[config.mk]
export PLATFORM = sky130hd
export DESIGN_NAME = dda_ctrl
export DESIGN_NICKNAME = d
export VERILOG_FILES = /design/src/dda_pkg.sv /design/src/dda_ctrl.sv
export SDC_FILE = /design/constraint.sdc
export NUM_CORES = 1
export LEC_CHECK = 0
export BUFFER_PORTS_ARGS = -buffer_cell sky130_fd_sc_hd__buf_2
export CELL_PAD_IN_SITES_DETAIL_PLACEMENT = 1
export CELL_PAD_IN_SITES_GLOBAL_PLACEMENT = 1
export CORE_AREA = 2 2 39 41
export CTS_CLUSTER_DIAMETER = 120
export CTS_CLUSTER_SIZE = 24
export DETAILED_ROUTE_END_ITERATION = 8
export DIE_AREA = 0 0 41 43
export GPL_ROUTABILITY_DRIVEN = 0
export GPL_TIMING_DRIVEN = 0
export PLACE_DENSITY_LB_ADDON = 0.1
export SLEW_MARGIN = 15
export SYNTH_ARGS = -nofsm -noshare
export SYNTH_HDL_FRONTEND = slang
export SYNTH_SLANG_ARGS = --single-unit
[constraint.sdc]
create_clock -name clk -period 1.65 [get_ports clk]
set_input_delay 0.2475 -clock clk [delete_from_list [all_inputs] [get_ports clk]]
set_output_delay 0.2475 -clock clk [all_outputs]
set_load 0.01 [all_outputs]
[src/dda_pkg.sv]
// Shared constants and controller/datapath interface types for the grid ray walker.
`default_nettype none
package dda_pkg;

	localparam int MAP_DIM    = 64;
	localparam int IDX_W      = $clog2(MAP_DIM);
	localparam int BND_W      = IDX_W + 1;
	localparam int ADDR_W     = 2 * IDX_W;
	localparam int MAP_DEPTH  = MAP_DIM * MAP_DIM;
	localparam int FRAC_BITS  = 16;
	localparam int POS_W      = 22;
	localparam int DELTA_W    = 32;
	localparam int SIDE_W     = 40;
	localparam int CODE_W     = 8;
	localparam int PART_W     = FRAC_BITS + 1;
	localparam int PROD_W     = PART_W + DELTA_W;
	localparam int STEP_LIMIT = 2 * MAP_DIM + 2;
	localparam int STEP_W     = $clog2(STEP_LIMIT + 1);
	localparam int CFG_W      = 7;
	localparam int CFG_IDX_W  = 1;

	localparam logic [CODE_W-1:0] CODE_WALL = 8'h31;
	localparam logic [CODE_W-1:0] CODE_DOOR = 8'h44;

	localparam logic [CFG_IDX_W-1:0] REG_MAP_COLS = 1'b0;
	localparam logic [CFG_IDX_W-1:0] REG_MAP_ROWS = 1'b1;

	localparam logic REQ_WRITE = 1'b0;
	localparam logic REQ_RAY   = 1'b1;

	typedef struct packed {
		logic write;    // store one map cell
		logic load;     // take a ray and set up its walk
		logic step;     // advance one cell along the smaller side distance
		logic capture;  // latch the code of the cell just entered
	} dda_cmd_t;

	typedef struct packed {
		logic esc;      // walk has left the bounds (or started outside)
		logic oob;      // the pending step would leave the bounds
		logic hit;      // cell just read is a wall or a door
		logic limit;    // step budget used up
	} dda_status_t;

endpackage
`default_nettype wire

[src/dda_ctrl.sv]
// Sequencing state machine for the grid ray walker.
`default_nettype none
module dda_ctrl (
	input  wire logic                 clk,
	input  wire logic                 arst_n,
	input  wire logic                 start,
	input  wire logic                 req_type,
	input  wire dda_pkg::dda_status_t st,
	output dda_pkg::dda_cmd_t         cmd,
	output logic                      busy,
	output logic                      done
);
	import dda_pkg::*;

	typedef enum logic [1:0] {
		ST_IDLE,
		ST_STEP,
		ST_CHECK,
		ST_DONE
	} state_t;

	state_t state_q;
	logic   busy_q;
	logic   done_q;
	logic   take;

	assign take = start && !busy_q;

	always_comb begin
		cmd         = '0;
		cmd.write   = take && (req_type == REQ_WRITE);
		cmd.load    = take && (req_type == REQ_RAY);
		cmd.step    = (state_q == ST_STEP) && !st.esc;
		cmd.capture = (state_q == ST_CHECK);
	end

	always_ff @(posedge clk or negedge arst_n) begin
		if (!arst_n) begin
			state_q <= ST_IDLE;
			busy_q  <= 1'b0;
			done_q  <= 1'b0;
		end else begin
			done_q <= 1'b0;
			unique case (state_q)
				ST_IDLE: begin
					if (cmd.load) begin
						state_q <= ST_STEP;
						busy_q  <= 1'b1;
					end
				end
				ST_STEP: begin
					if (st.esc || st.oob) begin
						state_q <= ST_DONE;
						done_q  <= 1'b1;
					end else begin
						state_q <= ST_CHECK;
					end
				end
				ST_CHECK: begin
					if (st.hit || st.limit) begin
						state_q <= ST_DONE;
						done_q  <= 1'b1;
					end else begin
						state_q <= ST_STEP;
					end
				end
				ST_DONE: begin
					state_q <= ST_IDLE;
					busy_q  <= 1'b0;
				end
				default: begin
					state_q <= ST_IDLE;
					busy_q  <= 1'b0;
				end
			endcase
		end
	end

	assign busy = busy_q;
	assign done = done_q;

endmodule
`default_nettype wire

==> flow_summary_export.csv, run 1 <==
group,metric,value,unit
status,run_status,"complete, no violations",
clocking,tritoncts,"built",
sta,setup-tns-final,0,ns
route,wire_length_per_cell_after_detailed_routing,10.0,um
global_route,global_route.overflow_total,0,
sta,tightestPinTransition,0.293,ns
worst_setup_path,cp_data_arrival_time,1.25,ns
die,die_width,41,um
power_and_ir_drop,maximum_vdd_ir_drop,0.392,mV
route,detailedRoute.firstIterationViolations,0,
sta,layout_worst_path_cycle_share,90.8,%
sta,finalWorstSetupSlack,0.151,ns
clocking,cts_sinks,4,
sta,final-max-slew-violation-count,0,
clocking,worst_setup_hold_path_clk_slew,0.04,ns
worst_setup_path,worstSetupEndpointType,"output port",
yosys,syn_inst,29,
place,post-place-ws,0.260,ns
clocking,clockBufferDepth,2,
global_route,grt_pass1_wl,1.01,mm
route,ant_nets,0,
sta,timing.final.setup_violations,0,
cells_and_area,nNetsFinal,61,
power_and_ir_drop,power.density,1640,nW/um^2
place,place_hpwl,540,um
sta,hold_viol,0,
clocking,num_cts_buffers,3,
global_route,groute.usage.overall,8.67,%
route,via_density,4.19,
yosys,synth.avg_cell_area,10.8,um^2
worst_setup_path,critical_path_peak_fanout,5,
cells_and_area,area_of_the_multi_input_gates,191,um^2
sta,clock_skew,0.00201,ns
power_and_ir_drop,power_leakage,0.236,nW
yosys,synth_fp_nets,42,
cells_and_area,regArea,100,um^2
die,die_area,1760,um^2
global_route,first_global_vias,276,
cells_and_area,fin_util,31.1,%
clocking,ctsResizeCount,0,
global_route,initial_antenna_violation_count,0,
cells_and_area,final-instance-count-excl-fill,62,
place,dpl.cell_count,58,
clocking,clock_insertion_delay_worst_skew,0.23,ns
yosys,synth.yosys.warnings,0,
clocking,clock_tree.htree_level_count,1,
route,drc,0,
route,drt_pass1_iterations,1,
clocking,cts.repair_timing.setup_buffer_count,0,
worst_setup_path,critPathKind,"reg -> out",
min_path,worstHoldPathType,"in -> reg",
sta,rsz0062_at_grt,"no",
sta,period_minus_slack,1.50,ns
cells_and_area,layout-drive-gt1-share,45.7,%
sta,fmaxAchievable,667,MHz
die,floorplan.initialDensity,22.6,%
sta,max_slew_margin,80.2,%
route,vias,260,
yosys,syn_area,313,um^2
route,route.final.wire_length,621,um
global_route,maximum_number_of_pins_on_one_net_before_global_route_repair,6,
worst_setup_path,critPathRequiredTime,1.40,ns
sta,worst_hold_slack,0.343,ns
die,dieHeight,43,um
clocking,cts_root_buf,"sky130_fd_sc_hd__clkbuf_4",
yosys,yosys_cell_types,18,
die,ios,14,
yosys,synth_seq_cells,4,
cells_and_area,layout_overhead_on_the_synthesized_area,37.6,%
clocking,holdBufCountCts,1,
cells_and_area,diodes,0,
worst_setup_path,crit_path_start_kind,"register",
die,rows,14,
cells_and_area,top_library_cells_by_usage_in_the_layout_fill_and_taps_aside,"13 x sky130_fd_sc_hd__buf_2, 5 x sky130_fd_sc_hd__ha_1, 4 x sky130_fd_sc_hd__inv_1, 4 x sky130_fd_sc_hd__dfrtp_1, 3 x sky130_fd_sc_hd__clkbuf_4",
job,max_cap_viol_count,0,
die,floorplan.core_area,1380,um^2
cells_and_area,filler_cell_count,167,
place,port_buffers,13,
cells_and_area,layout_commonest_cell,"sky130_fd_sc_hd__buf_2",
yosys,synth_sequential_area_ratio,32.0,%
-- synth_stat cells, drive strengths merged --
cell type | instances | share of area, %
o31ai | 1 | 2.4
inv | 5 | 6.8
nor2 | 1 | 1.2
o21ai | 4 | 10
dfrtp | 4 | 32
nor3b | 1 | 2.4
o211ai | 1 | 4.0
nand3b | 1 | 6.4
ha | 5 | 20
a21oi | 1 | 1.6
o22a | 1 | 2.8
or2b | 1 | 2.4
nor2b | 1 | 2.0
a21boi | 2 | 6.0
-- routing by layer --
layer / global-route usage, % / vias up / share of wire (%)
met1: 10.4 / 119 / 42
met2: 13.1 / 9 / 52
li1: - / 132 / -
met5: 0 / - / 0
met3: 3.14 / 0 / 5.8
met4: 4.00 / 0 / 0
-- cells by family after synthesis --
family	synth area share [%]
adders and majority gates	20.0
AOI/OAI and AO/OA	26.8
and+or+nand+nor	14.4
DFF	32.0
buffers and inverters	6.80
-- report_power, final --
group          total (mW)  internal [mW]  switching [mW]  leakage [nW]
clock network       0.114         0.0809          0.0329        0.0138
registers           0.203          0.144          0.0587        0.0497
logic               0.390          0.191           0.199         0.172
-- metrics by stage --
stage | cell area [um^2] | power [mW]
6_report | 430 | 0.706
5_1_grt | 430 | 0.790
4_1_cts | 430 | 0.724
3_5_place_dp | 398 | 0.601
3_3_place_gp | 398 | 0.600
2_1_floorplan | 313 | 0.484
-- area by class of cell --
type / count / share of cell area (%)
multi-input cells: 20 / 44.5
clock buffers: 3 / 5.23
flip-flops and latches: 4 / 23.3
repair buffers: 14 / 17.4
well taps: 16 / 4.65
inverters: 5 / 4.94
-- path summary, 6_finish.rpt --
check	startpoint	end	slack (ns)	cells after the start
setup / recovery	state_q[1]	cmd[1]	0.15	4
hold / removal	start	busy	0.34	3
setup reg to reg	state_q[1]	state_q[0]	0.26	5
hold reg to reg	busy	busy	0.57	2
max in group asynchronous	arst_n	done	1.18	2
min in group asynchronous	arst_n	state_q[1]	0.35	2
-- registers in the layout, indices dropped and copies added (netlist names) --
register  cells
state_q       2
busy          1
done          1
-- critical path: stages (launching register included) --
cell	delay, ns
sky130_fd_sc_hd__dfrtp_1	0.44
sky130_fd_sc_hd__inv_1	0.13
sky130_fd_sc_hd__ha_1	0.21
sky130_fd_sc_hd__nor2b_1	0.12
sky130_fd_sc_hd__buf_2	0.13
Note: power is estimated with default switching activity, not from simulation.
==> run 2: changes to the inputs <==
--- a/config.mk
+++ b/config.mk
@@ -15,7 +15,7 @@
 export DIE_AREA = 0 0 41 43
 export GPL_ROUTABILITY_DRIVEN = 0
 export GPL_TIMING_DRIVEN = 0
-export PLACE_DENSITY_LB_ADDON = 0.1
+export PLACE_DENSITY_LB_ADDON = 0.2
 export SLEW_MARGIN = 15
 export SYNTH_ARGS = -nofsm -noshare
 export SYNTH_HDL_FRONTEND = slang
==> constraint.sdc (replaced) <==
create_clock -name clk -period 1.8 [get_ports clk]
set_input_delay 0.27 -clock clk [delete_from_list [all_inputs] [get_ports clk]]
set_output_delay 0.27 -clock clk [all_outputs]
set_load 0.01 [all_outputs]
==> run 2 against run 1 <==
  * First-iteration DRC count is 2 higher
  * Non-clock buffer count is the same
  * Critical path depth did not move
  * Total power down 6.2%
  * Final cell count unchanged
  * Clock skew is 0.0011 ns lower
  * Core utilization stayed put
  * Worst hold slack gained 0.014 ns
  * Sequential power decreased by 9%
  * Largest cell class unchanged
  * Largest power group unchanged
  * Highest routed layer is now met4
==> flow_summary_export.csv, run 2 (synthesis results as in run 1) <==
group,metric,value,unit
clocking,clockBufferDepth,2,
sta,setup-tns-final,0,ns
global_route,groute.usage.overall,10.5,%
place,place_hpwl,610,um
die,dieHeight,43,um
route,ant_nets,0,
die,floorplan.initialDensity,22.6,%
job,max_cap_viol_count,0,
cells_and_area,area_of_the_multi_input_gates,191,um^2
cells_and_area,largest_register_ffs,2,
cells_and_area,regMostFlops,"state_q",
die,ios,14,
worst_setup_path,worstSetupEndpointType,"output port",
cells_and_area,fin_util,31.1,%
die,die_width,41,um
worst_setup_path,critPathKind,"reg -> out",
die,rows,14,
die,floorplan.core_area,1380,um^2
sta,layout_worst_path_cycle_share,85.9,%
worst_setup_path,path_buf_inv,2,
clocking,worst_setup_hold_path_clk_slew,0.04,ns
sta,rsz0062_at_grt,"no",
route,detailedRoute.firstIterationViolations,2,
worst_setup_path,number_of_cells_on_the_worst_reg_to_reg_path,5,
sta,tightestPinTransition,0.326,ns
route,vias,270,
worst_setup_path,r2r_start,"state_q[0]",
clocking,cts_sinks,4,
clocking,cts_root_buf,"sky130_fd_sc_hd__clkbuf_4",
worst_setup_path,setup_slack_reg_to_reg,0.42,ns
status,run_status,"complete, no violations",
cells_and_area,diodes,0,
route,route.final.wire_length,700,um
global_route,met3_usage,3.66,%
worst_setup_path,cp_data_arrival_time,1.28,ns
route,drt_pass1_iterations,2,
min_path,worstHoldPathType,"in -> reg",
sta,max_slew_margin,78.0,%
worst_setup_path,cpLargestDelayFamily,"flip-flops",
sta,period_minus_slack,1.55,ns
worst_setup_path,critPathRequiredTime,1.53,ns
min_path,min_path_cells,3,
min_path,min_delay_startpoint,"start",
sta,fmaxAchievable,647,MHz
min_path,timing.hold.worst_endpoint,"busy",
global_route,gr-usage-met2,17.2,%
cells_and_area,top_library_cells_by_usage_in_the_layout_fill_and_taps_aside,"13 x sky130_fd_sc_hd__buf_2, 5 x sky130_fd_sc_hd__ha_1, 4 x sky130_fd_sc_hd__inv_1, 4 x sky130_fd_sc_hd__dfrtp_1, 3 x sky130_fd_sc_hd__clkbuf_4",
clocking,num_cts_buffers,3,
clocking,clock_insertion_delay_worst_skew,0.23,ns
worst_setup_path,crit_path_start_kind,"register",
die,die_area,1760,um^2
global_route,grt_pass1_wl,1.15,mm
clocking,tritoncts,"built",
global_route,gr-usage-met1,8.74,%
global_route,first_global_vias,304,
sta,hold_viol,0,
cells_and_area,filler_cell_count,167,
cells_and_area,layout_overhead_on_the_synthesized_area,37.6,%
power_and_ir_drop,power.density,1540,nW/um^2
cells_and_area,nNetsFinal,61,
clocking,clock_tree.htree_level_count,1,
route,wire_length_per_cell_after_detailed_routing,11.3,um
cells_and_area,layout-drive-gt1-share,45.7,%
global_route,global_route.overflow_total,0,
cells_and_area,regArea,100,um^2
worst_setup_path,cp_slowest_stage_delay,0.43,ns
cells_and_area,layout_commonest_cell,"sky130_fd_sc_hd__buf_2",
worst_setup_path,critical_path_peak_fanout,5,
place,port_buffers,13,
sta,final-max-slew-violation-count,0,
worst_setup_path,critical_path.slowest_cell,"sky130_fd_sc_hd__dfrtp_1",
global_route,globalRoute.busiestLayer,"met2",
global_route,maximum_number_of_pins_on_one_net_before_global_route_repair,6,
power_and_ir_drop,power_leakage,0.236,nW
worst_setup_path,timing.critical_path.cells,"inv_1 > ha_1 > nor2b_1 > buf_2",
power_and_ir_drop,maximum_vdd_ir_drop,0.458,mV
route,via_density,4.35,
route,drc,0,
sta,clock_skew,0.000912,ns
global_route,initial_antenna_violation_count,0,
clocking,ctsResizeCount,0,
worst_setup_path,critical_path.reg2reg.endpoint,"state_q[1]",
sta,timing.final.setup_violations,0,
## run 2: cell counts in the layout (fill, tap and decap cells not counted)
No cell type changed its count.
## run 2: worst register-to-register path, cell delays in order (launching register included)
cell and delay (ns):
sky130_fd_sc_hd__dfrtp_1 0.46, sky130_fd_sc_hd__inv_1 0.12, sky130_fd_sc_hd__ha_1 0.24, sky130_fd_sc_hd__inv_1 0.16, sky130_fd_sc_hd__o211ai_2 0.12, sky130_fd_sc_hd__a21boi_2 0.17
## run 2: layer usage
layer	vias to the layer above	share of wire, %
li1	133	-
met2	11	53
met1	124	35
met3	2	7.7
met4	0	3.1
met5	-	0
## run 2: how the worst max path moves through the flow
stage                    start  slack (ns)          to  cells past startpoint
global route        state_q[1]        0.16      cmd[1]                      4
detailed placement  state_q[0]        0.39  state_q[1]                      5
finish              state_q[1]        0.25      cmd[1]                      4
floorplan           state_q[0]        0.54  state_q[1]                      5
global placement    state_q[1]        0.43  state_q[0]                      5
CTS                 state_q[1]        0.23      cmd[1]                      4
## run 2: cell type report
class | count | area share, %
multi-input cells | 20 | 44.5
flip-flops and latches | 4 | 23.3
repair buffers | 14 | 17.4
clock buffers | 3 | 5.23
inverters | 5 | 4.94
well taps | 16 | 4.65
## run 2: power breakdown
part,total (mW),internal (mW),switching (mW)
Sequential,0.184,0.132,0.0518
Clock,0.111,0.0745,0.0362
Combinational,0.368,0.178,0.190
Total,0.662,0.384,0.278
## run 2: metrics by stage
stage	instances	setup WS (ns)	area, um^2	hold WS, ns	total power, mW
2_1_floorplan	29	0.543	313	-0.0256	0.443
3_3_place_gp	58	0.431	398	0.0749	0.541
3_5_place_dp	58	0.391	398	0.0766	0.562
4_1_cts	62	0.229	430	0.358	0.680
5_1_grt	62	0.164	430	0.358	0.731
6_report	62	0.254	430	0.357	0.662
## run 2: timing repair
item,CTS,global route
hold buffers,1,0
buffers inserted,0,0
hold endpoints to repair,4,0
